**config.mk**
```make
export PLATFORM = sky130hd
export DESIGN_NAME = block_buffer_cache_lru_top
export DESIGN_NICKNAME = d
export VERILOG_FILES = /design/src/rtl/core/bbc_pkg.sv /design/src/rtl/core/block_buffer_cache_lru_top.sv /design/src/rtl/core/bbc_slot_mem.sv /design/src/rtl/core/bbc_scan_unit.sv
export SDC_FILE = /design/constraint.sdc
export NUM_CORES = 2
export LEC_CHECK = 0
export BUFFER_PORTS_ARGS = -buffer_cell sky130_fd_sc_hd__buf_2
export CAP_MARGIN = 5
export CORE_ASPECT_RATIO = 1.2
export CORE_MARGIN = 3
export CORE_UTILIZATION = 40
export DETAILED_ROUTE_END_ITERATION = 10
export GPL_ROUTABILITY_DRIVEN = 0
export GPL_TIMING_DRIVEN = 0
export PLACE_DENSITY = 0.62
export SKIP_CTS_REPAIR_TIMING = 1
export SLEW_MARGIN = 20
export SYNTH_ARGS = -nofsm -noshare
export SYNTH_HDL_FRONTEND = slang
export SYNTH_SLANG_ARGS = --single-unit
```
**constraint.sdc**
```tcl
create_clock -name clk -period 5.9 [get_ports clk]
set_input_delay 0.295 -clock clk [delete_from_list [all_inputs] [get_ports clk]]
set_output_delay 0.295 -clock clk [all_outputs]
set_load 0.005 [all_outputs]
```
**src/rtl/core/bbc_pkg.sv**
```systemverilog
// bbc_pkg: shared types and codes for the block buffer cache
// request and response payloads, slot metadata, scan flags and sequencer states
// no dependencies
`default_nettype none

package bbc_pkg;

  typedef struct packed {
    logic        req_type;
    logic [7:0]  device_id;
    logic [31:0] block_number;
    logic [4:0]  slot_in;
  } req_t;

  typedef struct packed {
    logic [4:0] slot_out;
    logic [1:0] status;
    logic       need_disk_read;
    logic       was_hit;
    logic       moved_to_front;
  } rsp_t;

  localparam logic REQ_GET     = 1'b0;
  localparam logic REQ_RELEASE = 1'b1;

  localparam logic [1:0] ST_OK        = 2'd0;
  localparam logic [1:0] ST_NO_FREE   = 2'd1;
  localparam logic [1:0] ST_UNHELD    = 2'd2;
  localparam logic [1:0] ST_SATURATED = 2'd3;

  localparam logic [7:0] COUNT_MAX = 8'hFF;

  typedef struct packed {
    logic [7:0]  device;
    logic [31:0] block;
    logic        valid;
    logic [7:0]  refcount;
  } meta_t;

  localparam int META_W = $bits(meta_t);

  typedef struct packed {
    logic hit_found;
    logic hit_valid;
    logic hit_sat;
    logic free_found;
  } scan_flags_t;

  typedef enum logic [2:0] {
    S_CLEAR,
    S_IDLE,
    S_SCAN,
    S_GET_WB,
    S_REL_RD,
    S_REL_CHK,
    S_SHIFT,
    S_DONE
  } state_t;

endpackage

`default_nettype wire

```
**src/rtl/core/block_buffer_cache_lru_top.sv**
```systemverilog
// block_buffer_cache_lru_top: buffer cache slot tracker with reference counts
// sequencer over bbc_slot_mem and bbc_scan_unit; uses bbc_pkg
`default_nettype none

// After reset the slot memory is swept once to its reset contents, during which
// no request is taken. A get walks every slot through the single read port of
// the slot memory, one entry per cycle, before its result is written back. A
// release that leaves the count above zero, or that names an unheld slot, reads
// and checks only that slot, and one whose slot number is out of range goes
// straight to its result; one that drops the count to zero walks all slots
// again to age their ranks. One request is in work at a time; the next one is
// accepted while the previous result waits in the output register.
module block_buffer_cache_lru_top #(
  parameter int NUM_SLOTS = 32
) (
  input  wire logic          clk,
  input  wire logic          rst,
  input  wire logic          req_valid,
  output logic               req_stall,
  input  wire bbc_pkg::req_t req,
  output logic               rsp_valid,
  input  wire logic          rsp_stall,
  output bbc_pkg::rsp_t      rsp
);

  import bbc_pkg::*;

  localparam int IW = $clog2(NUM_SLOTS);
  localparam int CW = $clog2(NUM_SLOTS + 1);
  localparam int EW = META_W + IW;
  localparam logic [IW-1:0] TOP_IDX = IW'(NUM_SLOTS - 1);
  localparam logic [CW-1:0] CNT_END = CW'(NUM_SLOTS);

  state_t state;
  state_t state_next;

  logic [CW-1:0] cnt;
  logic          rvalid;
  logic [IW-1:0] ridx;
  logic          issue;
  req_t          req_q;
  rsp_t          res;
  logic [IW-1:0] rel_rank;
  logic [IW-1:0] rel_addr;
  logic          accept;
  logic          in_range;
  logic          rsp_load;

  logic          mem_we;
  logic [IW-1:0] mem_waddr;
  logic [EW-1:0] mem_wdata;
  logic [IW-1:0] mem_raddr;
  logic [EW-1:0] mem_rdata;
  meta_t         rd_meta;
  logic [IW-1:0] rd_rank;
  meta_t         wr_meta;
  logic [IW-1:0] wr_rank;

  logic          scan_start;
  logic          scan_en;
  scan_flags_t   flags;
  logic [IW-1:0] hit_idx;
  logic [IW-1:0] hit_rank;
  logic [7:0]    hit_count;
  logic [IW-1:0] free_idx;
  logic [IW-1:0] free_rank;

  assign accept   = req_valid && !req_stall;
  assign in_range = 32'(req.slot_in) < 32'(NUM_SLOTS);
  assign rel_addr = IW'(req_q.slot_in);
  assign rd_meta  = meta_t'(mem_rdata[EW-1:IW]);
  assign rd_rank  = mem_rdata[IW-1:0];
  assign rsp_load = (state == S_DONE) && (!rsp_valid || !rsp_stall);

  bbc_slot_mem #(
    .DEPTH (NUM_SLOTS),
    .WIDTH (EW)
  ) u_mem (
    .clk   (clk),
    .we    (mem_we),
    .waddr (mem_waddr),
    .wdata (mem_wdata),
    .raddr (mem_raddr),
    .rdata (mem_rdata)
  );

  bbc_scan_unit #(
    .NUM_SLOTS (NUM_SLOTS)
  ) u_scan (
    .clk       (clk),
    .rst       (rst),
    .start     (scan_start),
    .en        (scan_en),
    .idx       (ridx),
    .meta      (rd_meta),
    .rank      (rd_rank),
    .dev       (req_q.device_id),
    .blk       (req_q.block_number),
    .flags     (flags),
    .hit_idx   (hit_idx),
    .hit_rank  (hit_rank),
    .hit_count (hit_count),
    .free_idx  (free_idx),
    .free_rank (free_rank)
  );

  always_comb begin
    state_next = state;
    unique case (state)
      S_CLEAR: begin
        if (cnt == CW'(NUM_SLOTS - 1)) begin
          state_next = S_IDLE;
        end
      end
      S_IDLE: begin
        if (accept) begin
          if (req.req_type == REQ_GET) begin
            state_next = S_SCAN;
          end else if (in_range) begin
            state_next = S_REL_RD;
          end else begin
            state_next = S_DONE;
          end
        end
      end
      S_SCAN: begin
        if (rvalid && (ridx == TOP_IDX)) begin
          state_next = S_GET_WB;
        end
      end
      S_GET_WB:  state_next = S_DONE;
      S_REL_RD:  state_next = S_REL_CHK;
      S_REL_CHK: begin
        if (rd_meta.refcount == 8'd1) begin
          state_next = S_SHIFT;
        end else begin
          state_next = S_DONE;
        end
      end
      S_SHIFT: begin
        if (rvalid && (ridx == TOP_IDX)) begin
          state_next = S_DONE;
        end
      end
      S_DONE: begin
        if (!rsp_valid || !rsp_stall) begin
          state_next = S_IDLE;
        end
      end
      default: state_next = S_IDLE;
    endcase
  end

  always_comb begin
    req_stall  = (state != S_IDLE);
    mem_we     = 1'b0;
    mem_waddr  = ridx;
    mem_raddr  = cnt[IW-1:0];
    issue      = 1'b0;
    scan_start = 1'b0;
    scan_en    = 1'b0;
    wr_meta    = rd_meta;
    wr_rank    = rd_rank;
    unique case (state)
      S_CLEAR: begin
        mem_we    = 1'b1;
        mem_waddr = cnt[IW-1:0];
        wr_meta   = '0;
        wr_rank   = TOP_IDX - cnt[IW-1:0];
      end
      S_IDLE: begin
        scan_start = 1'b1;
      end
      S_SCAN: begin
        issue   = (cnt != CNT_END);
        scan_en = rvalid;
      end
      S_GET_WB: begin
        wr_meta.device = req_q.device_id;
        wr_meta.block  = req_q.block_number;
        wr_meta.valid  = 1'b1;
        if (flags.hit_found) begin
          mem_we           = 1'b1;
          mem_waddr        = hit_idx;
          wr_meta.refcount = flags.hit_sat ? hit_count : hit_count + 8'd1;
          wr_rank          = hit_rank;
        end else begin
          mem_we           = flags.free_found;
          mem_waddr        = free_idx;
          wr_meta.refcount = 8'd1;
          wr_rank          = free_rank;
        end
      end
      S_REL_RD: begin
        mem_raddr = rel_addr;
      end
      S_REL_CHK: begin
        // count stays nonzero: write back the decrement only
        mem_we           = (rd_meta.refcount > 8'd1);
        mem_waddr        = rel_addr;
        wr_meta.refcount = rd_meta.refcount - 8'd1;
      end
      S_SHIFT: begin
        issue  = (cnt != CNT_END);
        mem_we = rvalid;
        if (ridx == rel_addr) begin
          wr_meta.refcount = 8'd0;
          wr_rank          = '0;
        end else if (rd_rank < rel_rank) begin
          wr_rank = rd_rank + IW'(1);
        end
      end
      S_DONE: begin
      end
      default: begin
      end
    endcase
    mem_wdata = {wr_meta, wr_rank};
  end

  always_ff @(posedge clk) begin
    if (rst) begin
      state     <= S_CLEAR;
      cnt       <= '0;
      rvalid    <= 1'b0;
      rsp_valid <= 1'b0;
    end else begin
      state  <= state_next;
      rvalid <= issue;
      if (state == S_IDLE || (state == S_CLEAR && state_next != S_CLEAR)) begin
        cnt <= '0;
      end else if (state == S_CLEAR || issue) begin
        cnt <= cnt + CW'(1);
      end
      if (rsp_load) begin
        rsp_valid <= 1'b1;
      end else if (!rsp_stall) begin
        rsp_valid <= 1'b0;
      end
    end
  end

  // transaction payload and result assembly
  always_ff @(posedge clk) begin
    ridx <= cnt[IW-1:0];
    if (accept) begin
      req_q <= req;
      if (req.req_type == REQ_RELEASE) begin
        res <= rsp_t'({req.slot_in, in_range ? ST_OK : ST_UNHELD, 3'b000});
      end else begin
        res <= '0;
      end
    end
    if (state == S_GET_WB) begin
      if (flags.hit_found) begin
        res.slot_out       <= 5'(hit_idx);
        res.status         <= flags.hit_sat ? ST_SATURATED : ST_OK;
        res.need_disk_read <= !flags.hit_valid;
        res.was_hit        <= 1'b1;
      end else if (flags.free_found) begin
        res.slot_out       <= 5'(free_idx);
        res.need_disk_read <= 1'b1;
      end else begin
        res.status <= ST_NO_FREE;
      end
    end
    if (state == S_REL_CHK) begin
      rel_rank <= rd_rank;
      if (rd_meta.refcount == 8'd0) begin
        res.status <= ST_UNHELD;
      end else if (rd_meta.refcount == 8'd1) begin
        res.moved_to_front <= 1'b1;
      end
    end
    if (rsp_load) begin
      rsp <= res;
    end
  end

  a_stall_after_accept: assert property (@(posedge clk) disable iff (rst)
    (req_valid && !req_stall) |=> req_stall)
    else $error("request accepted while a transaction is in work");

  a_no_free_clean: assert property (@(posedge clk) disable iff (rst)
    (rsp_valid && rsp.status == ST_NO_FREE) |->
      (rsp.slot_out == 5'd0 && !rsp.need_disk_read && !rsp.was_hit && !rsp.moved_to_front))
    else $error("no-free result carries nonzero fields");

  a_front_release: assert property (@(posedge clk) disable iff (rst)
    (rsp_valid && rsp.moved_to_front) |->
      (rsp.status == ST_OK && !rsp.was_hit && !rsp.need_disk_read))
    else $error("move to front on a result that is not a clean release");

  a_idle_no_write: assert property (@(posedge clk) disable iff (rst)
    (state == S_IDLE) |-> !mem_we)
    else $error("slot memory written while idle");

endmodule

`default_nettype wire

```
**src/rtl/core/bbc_slot_mem.sv**
```systemverilog
// bbc_slot_mem: per-slot storage for tags, valid, count and rank
// one write port, one read port with registered read data; no package use
`default_nettype none

module bbc_slot_mem #(
  parameter int DEPTH = 32,
  parameter int WIDTH = 54
) (
  input  wire logic                     clk,
  input  wire logic                     we,
  input  wire logic [$clog2(DEPTH)-1:0] waddr,
  input  wire logic [WIDTH-1:0]         wdata,
  input  wire logic [$clog2(DEPTH)-1:0] raddr,
  output logic      [WIDTH-1:0]         rdata
);

  logic [WIDTH-1:0] mem [DEPTH];

  always_ff @(posedge clk) begin
    if (we) begin
      mem[waddr] <= wdata;
    end
  end

  always_ff @(posedge clk) begin
    rdata <= mem[raddr];
  end

endmodule

`default_nettype wire

```
**src/rtl/core/bbc_scan_unit.sv**
```systemverilog
// bbc_scan_unit: shared compare unit stepped over one slot entry per cycle
// tracks the lowest-rank tag match and the highest-rank free slot; uses bbc_pkg
`default_nettype none

module bbc_scan_unit #(
  parameter int NUM_SLOTS = 32
) (
  input  wire logic                         clk,
  input  wire logic                         rst,
  input  wire logic                         start,
  input  wire logic                         en,
  input  wire logic [$clog2(NUM_SLOTS)-1:0] idx,
  input  wire bbc_pkg::meta_t               meta,
  input  wire logic [$clog2(NUM_SLOTS)-1:0] rank,
  input  wire logic [7:0]                   dev,
  input  wire logic [31:0]                  blk,
  output bbc_pkg::scan_flags_t              flags,
  output logic      [$clog2(NUM_SLOTS)-1:0] hit_idx,
  output logic      [$clog2(NUM_SLOTS)-1:0] hit_rank,
  output logic      [7:0]                   hit_count,
  output logic      [$clog2(NUM_SLOTS)-1:0] free_idx,
  output logic      [$clog2(NUM_SLOTS)-1:0] free_rank
);

  import bbc_pkg::*;

  logic hit_found;
  logic hit_valid;
  logic free_found;
  logic match;
  logic take_hit;
  logic take_free;

  assign match     = (meta.device == dev) && (meta.block == blk);
  assign take_hit  = match && (!hit_found || (rank < hit_rank));
  assign take_free = (meta.refcount == 8'd0) && (!free_found || (rank > free_rank));

  always_ff @(posedge clk) begin
    if (rst || start) begin
      hit_found  <= 1'b0;
      free_found <= 1'b0;
    end else if (en) begin
      if (take_hit) begin
        hit_found <= 1'b1;
      end
      if (take_free) begin
        free_found <= 1'b1;
      end
    end
  end

  always_ff @(posedge clk) begin
    if (en && take_hit) begin
      hit_idx   <= idx;
      hit_rank  <= rank;
      hit_count <= meta.refcount;
      hit_valid <= meta.valid;
    end
    if (en && take_free) begin
      free_idx  <= idx;
      free_rank <= rank;
    end
  end

  assign flags.hit_found  = hit_found;
  assign flags.hit_valid  = hit_valid;
  assign flags.hit_sat    = (hit_count == COUNT_MAX);
  assign flags.free_found = free_found;

endmodule

`default_nettype wire

```
# Word-level counts from Yosys, hierarchy flattened
# Memory sizes are Yosys's and may differ from the RTL's. A register that Yosys moved wholly into a read port is not among the register bits.
# Cells that the tools add are included.
dict set report totals {
  register_bits 117
  in_bits 50
  ram_bits 1728
  wordCells 125
  output_inout_bits 12
  n_memories 1
}
dict set report op_classes {
  magnitude_cmp 4
  eq_ne 17
  reduce_logical 28
  muxes 43
  n_addsub 5
}
# name depth word_bits read_ports rd_clocked_by_memory_dff write_ports line_no
set memory_table {}
lappend memory_table {u_mem.mem 32 54 1 1 1 bbc_slot_mem.sv:17} ;# logic [WIDTH-1:0] mem [DEPTH];
# op n
set ops {}
lappend ops {{$pmux W41 S2} 1}
lappend ops {{$eq A32 B32 Y1} 1}
lappend ops {{$mux W8} 4}
lappend ops {{$pmux W8 S4} 1}
lappend ops {{$mux W5} 6}
lappend ops {{$pmux W5 S3} 2}
lappend ops {{$pmux W3 S8} 1}
lappend ops {{$mux W10} 2}
lappend ops {{$mux W3} 6}
lappend ops {{$mux W1} 14}
lappend ops {{$eq A3 B3 Y1 const B} 4}
lappend ops {{$lt A5 B5 Y1} 2}
lappend ops {{$logic_and A1 B1 Y1} 9}
lappend ops {{$mux W9} 1}
lappend ops {{$add A8 B1 Y8 const B} 1}
lappend ops {{$eq A8 B1 Y1 const B} 1}
lappend ops {{$eq A8 B8 Y1} 1}
lappend ops {{$eq A8 B8 Y1 const B} 1}
lappend ops {{$gt A8 B1 Y1 const B} 1}
lappend ops {{$logic_not A8 Y1} 1}
lappend ops {{$mux W2} 4}
lappend ops {{$sub A8 B1 Y8 const B} 1}
lappend ops {{$add A6 B1 Y6 const B} 1}
lappend ops {{$eq A3 B2 Y1 const B} 2}
lappend ops {{other kinds (17)} 29}

# Longest topological paths before layout
dict set report depth {
  word_depth 9
  mapped_depth 12
  depth_no_buf 8
}

# Modules after synthesis
# A second synthesis with hierarchy kept.
dict set report unflattened {
  cells_unflattened 4354
  area_unflattened_um2 74577.8
}
# module area_per_inst_um2 seq_area_each_um2 cells_each instances
set modules_own_cells {}
lappend modules_own_cells {bbc_slot_mem 68278.0 52970.8 3778 1}
lappend modules_own_cells {block_buffer_cache_lru_top 4611.9 2322.2 439 1}
lappend modules_own_cells {bbc_scan_unit 1687.9 910.9 137 1}

# Worst setup path after synthesis
# OpenSTA, ideal clock, no wires.
dict set report synth_path {
  path_type {reg2reg}
  from {register cnt[1]}
  to {memory u_mem.mem[23][0] (enable)}
  path_buffers 4
  path_stages_with_launch 11
  setup_slack_ns 1.095
  arrival_time_ns 4.339
  setup_time_ns 0.466
  required_time_ns 5.434
  period_less_slack_ns 4.805
  path_cell_list {dfxtp_1 > buf_2 > buf_4 > buf_4 > buf_2 > inv_1 > o31ai_1 > a222oi_1 > nor2_1 > nand2_1 > nor2_1}
}
dict set report synth_via {
  elab_chain_cells 1
}
# item line_no
set synth_lines {}
lappend synth_lines {{start, declared} block_buffer_cache_lru_top.sv:37} ;# logic [CW-1:0] cnt;
lappend synth_lines {{start signal, assigned} block_buffer_cache_lru_top.sv:233} ;# cnt <= cnt + CW'(1);
lappend synth_lines {{$pmux W5 S3} block_buffer_cache_lru_top.sv:164} ;# unique case (state)
lappend synth_lines {{end, declared} bbc_slot_mem.sv:17}
# Every way passes these cells.

# Worst setup path after layout
dict set report layout_path {
  from {register state[1]}
  to {register u_mem.rdata[40], read port of u_mem.mem}
}
dict set report layout_via {
  elab_chain_cells 2
}
# item line_no
set layout_lines {}
lappend layout_lines {{start, declared} block_buffer_cache_lru_top.sv:34} ;# state_t state;
lappend layout_lines {{start signal, assigned} block_buffer_cache_lru_top.sv:228} ;# state <= state_next;
lappend layout_lines {{$eq A3 B3 Y1} block_buffer_cache_lru_top.sv:164}
lappend layout_lines {{$mux W5} block_buffer_cache_lru_top.sv:164}
lappend layout_lines {{end, declared} bbc_slot_mem.sv:14} ;# output logic [WIDTH-1:0] rdata
# Every way passes these cells.
# A chain may end at the register's enable or synchronous reset.

==> impl_results.md <==
* Run status: completed
* Clock sink count at 1,899
* GR Overflow Total at 0
* Slew Viols, Final at 0
* Drt pass-1 iters at 6
* Vias in the first global route at 52,010
* Buf+Inv Stages, Crit Path at 3
* Detailed Place HPWL at 204.3 mm
* Die area at 209,100 sq um
* Initial Utilization at 40.41%
* Most used routing layer: met2
* Relative slew slack at 11.85%
* Final #Nets at 5,742
* Reg2reg start: state[1]$_SDFF_PP0_
* Max VDD drop at 0.3088 mV
* Reg-to-Reg End: u_mem.rdata[40]$_DFF_P_
* Area fraction of the dominant cell type after synthesis at 66.99%
* Pin count of the biggest net entering global routing at 36
* Layout Utilization at 46.97%
* Required @ worst endpoint at 6.60 ns
* #FFs+latches synth at 1,899
* Register-to-Register Path Depth at 9
* Delay-heaviest family, CP: simple AND/OR/NAND/NOR gates
* Via density at 6.348
* Max Buffers Root-to-Sink at 3
* Post-synth EDFFs at 1,817
* Final hold viol count at 0
* Register clock-pin slew on the reported worst setup and hold paths at 0.06 ns
* Final worst path period need at 5.556 ns
* I/O pin count at 62
* Std-Cell Rows at 180
* Yosys warns at 0
* Remaining antenna violation count at 0
* Post-route DRC at 0
* Proportion of layout cells with a drive suffix above 1 at 18.10%
* Ys async rst share at 0%
* Levels on crit path at 9
* Worst setup margin at 0.3444 ns
* # port buffers at 61
* Mapped Area at 81,450 sq um
* Core Area at 201,600 sq um
* RSZ-0062 raised after global routing: false
* Primary FF master, synth: edfxtp_1
* Max Clk Rate at 180.0 MHz
* Vias at 53,830
* Worst-Skew Late Latency at 0.87 ns
* Die H at 500.3 um
* GRT Total Usage at 27.09%
* CTS tree: built
* PD cells at 314.2 nW/um^2
* Synth top area cells: edfxtp_1 67%, mux4_2 9.0%, mux2i_1 4.2%
* Worst Skew at 0.05629 ns
* Met1 Use GR at 33.11%
* Clock root cell: clkbuf_16
* Total CTS buffers at 189
* CP Launch Point: state[1]$_SDFF_PP0_
* GR Layer Usage met3 at 7.060%
* First-pass GRT wire length at 397.3 mm
* Cells after Synth at 5,257
* Register-to-register setup slack at 0.34 ns
* Max incr delay on CP at 0.98 ns
* Post-place setup slack at 0.6537 ns
* Sequential area share after synthesis at 69.01%
* Worst Path Max Fanout at 10
* CP arrival at 6.25 ns
* Die X at 417.9 um
* CP max stage cell: nand4b_1
* Synth unique cells at 68
* P&R area growth vs syn at 16.24%
* Met2 usage at 42.16%
* Initial antenna violation count at 18
* Critical Path, Cell by Cell: buf_2, nor3b_2, buf_2, nand4b_1, nand2_1, clkbuf_1, o21ai_0, o211ai_1, nor4_1
* CP Class: reg2reg
* DR iter-0 viols at 8,260
* Synth area leader: edfxtp_1
* H-tree levels at 4
* Drt total wl at 288.1 mm
* Measured slew at the worst slew-check pin at 1.322 ns
* Pleak at 29.61 nW
* Final-report setup violation count at 0
* Post-Syn Area per Cell at 15.49 sq um
* CP endpoint: u_mem.rdata[40]$_DFF_P_
* Min-delay worst type: in2reg
* Post-route clock period utilization at 94.16%
* Syn_nets at 5,326
* Routed WL per cell at 33.97 um
* Crit end category: flop
* Most used cell, CP: buf_2
* Crit start category: flop
* Max-cap violations at 0
[cells in the mapped netlist (52+ instances only)]
cell type and n:
a211oi_1 73, a21oi_1 122, a32oi_1 91, buf_2 97, clkbuf_1 199, dfxtp_1 82
edfxtp_1 1817, mux2i_1 342, mux4_2 325, nand2_1 741, nand3_1 254, nand4_1 55
nor2_1 140, o2111ai_1 52, o21ai_0 163, o22ai_1 94
[state kept, by name, summed over array words and instances (netlist names), 3 cells and up]
name,flops
cnt,6
rel_addr,5
rel_rank,5
req_q,40
res,10
ridx,5
rsp,10
state,3
u_mem.mem,1728
u_mem.rdata,54
u_scan.free_idx,5
u_scan.free_rank,5
u_scan.hit_count,8
u_scan.hit_idx,5
u_scan.hit_rank,5
[layout by cell type (no fill, tap or decap), types with 36 or more instances in the layout]
cell	count
a211oi_1	73
a21oi_1	119
a32oi_1	91
and2_1	36
buf_12	60
buf_16	39
buf_2	161
clkbuf_1	214
clkbuf_16	190
clkinv_2	37
dfxtp_1	82
dlygate4sd3_1	49
edfxtp_1	1817
inv_1	42
mux2i_1	341
mux4_2	325
nand2_1	740
nand3_1	254
nand4_1	55
nor2_1	100
nor2b_1	41
o2111ai_1	52
o211ai_1	40
o21a_1	38
o21ai_0	163
o22ai_1	94
[worst register-to-register path, stage by stage, from the launching register on]
cell	delay (ns)
dfxtp_1	0.33
buf_2	0.20
nor3b_2	0.81
buf_2	0.56
nand4b_1	0.99
nand2_1	0.91
clkbuf_1	0.74
o21ai_0	0.23
o211ai_1	0.41
nor4_1	0.20
[final cells by class]
type / instances / area, sq um
Antenna cell: 10 / 25.02
Buffer: 350 / 1582
Clock buffer: 248 / 5182
Clock inverter: 100 / 1049
Fill cell: 17000 / 106900
Inverter: 45 / 171.4
Multi-Input combinational cell: 2963 / 23910
Sequential cell: 1899 / 56200
Tap cell: 2639 / 3302
Timing Repair Buffer: 225 / 3247
[cells by family (layout without fill, tap and decap cells)]
kind of cell	after synthesis	after routing	synth area share, %
other cells	0	10	0
fa+ha+maj	19	19	0.2919
simple gates	1397	1397	7.852
compound gates	819	819	6.868
mux	676	676	13.31
buf+inv	395	968	2.108
flops	1899	1899	69.01
xor+xnor	52	52	0.5592
[how the worst min path moves through the flow]
stage	depth (start not counted)	from	slack [ns]	endpoint
2_1_floorplan	0	cnt[1]$_SDFFE_PP0P_	0.35	ridx[1]$_DFF_P_
3_3_place_gp	0	cnt[4]$_SDFFE_PP0P_	0.37	ridx[4]$_DFF_P_
3_5_place_dp	0	cnt[4]$_SDFFE_PP0P_	0.38	ridx[4]$_DFF_P_
4_1_cts	1	req[6]	-0.44	req_q[6]$_DFFE_PP_
5_1_grt	4	req[45]	0.08	res[7]$_DFF_P_
6_report	4	req[45]	0.10	res[8]$_DFF_P_
[where the power goes]
part / switching, W / total [W] / internal, W
registers: 0.000176 / 0.0150 / 0.0148
clock network: 0.00527 / 0.0122 / 0.00694
logic: 0.00167 / 0.00251 / 0.000835
total: 0.00712 / 0.0297 / 0.0226
[layer usage]
layer  part of all wire [%]  routed length, um
met1                     35              99890
met5                  0.020                 57
met2                     46             132500
met4                    8.1              23330
met3                     11              32250
[metrics by stage]
stage	total power [W]	setup TNS, ns	instances	hold slack [ns]	cell area, sq um
6_report	0.02975	0	8479	0.1001	94670
3_3_place_gp	0.01761	-5241.47	7957	0.3725	85050
4_1_cts	0.02972	0	8418	-0.4356	94060
3_5_place_dp	0.01771	0	8070	0.3809	87830
5_1_grt	0.03047	0	8473	0.08401	94660
2_1_floorplan	0.01660	0	5257	0.3497	81450
Power figures use the tool's default switching activity.
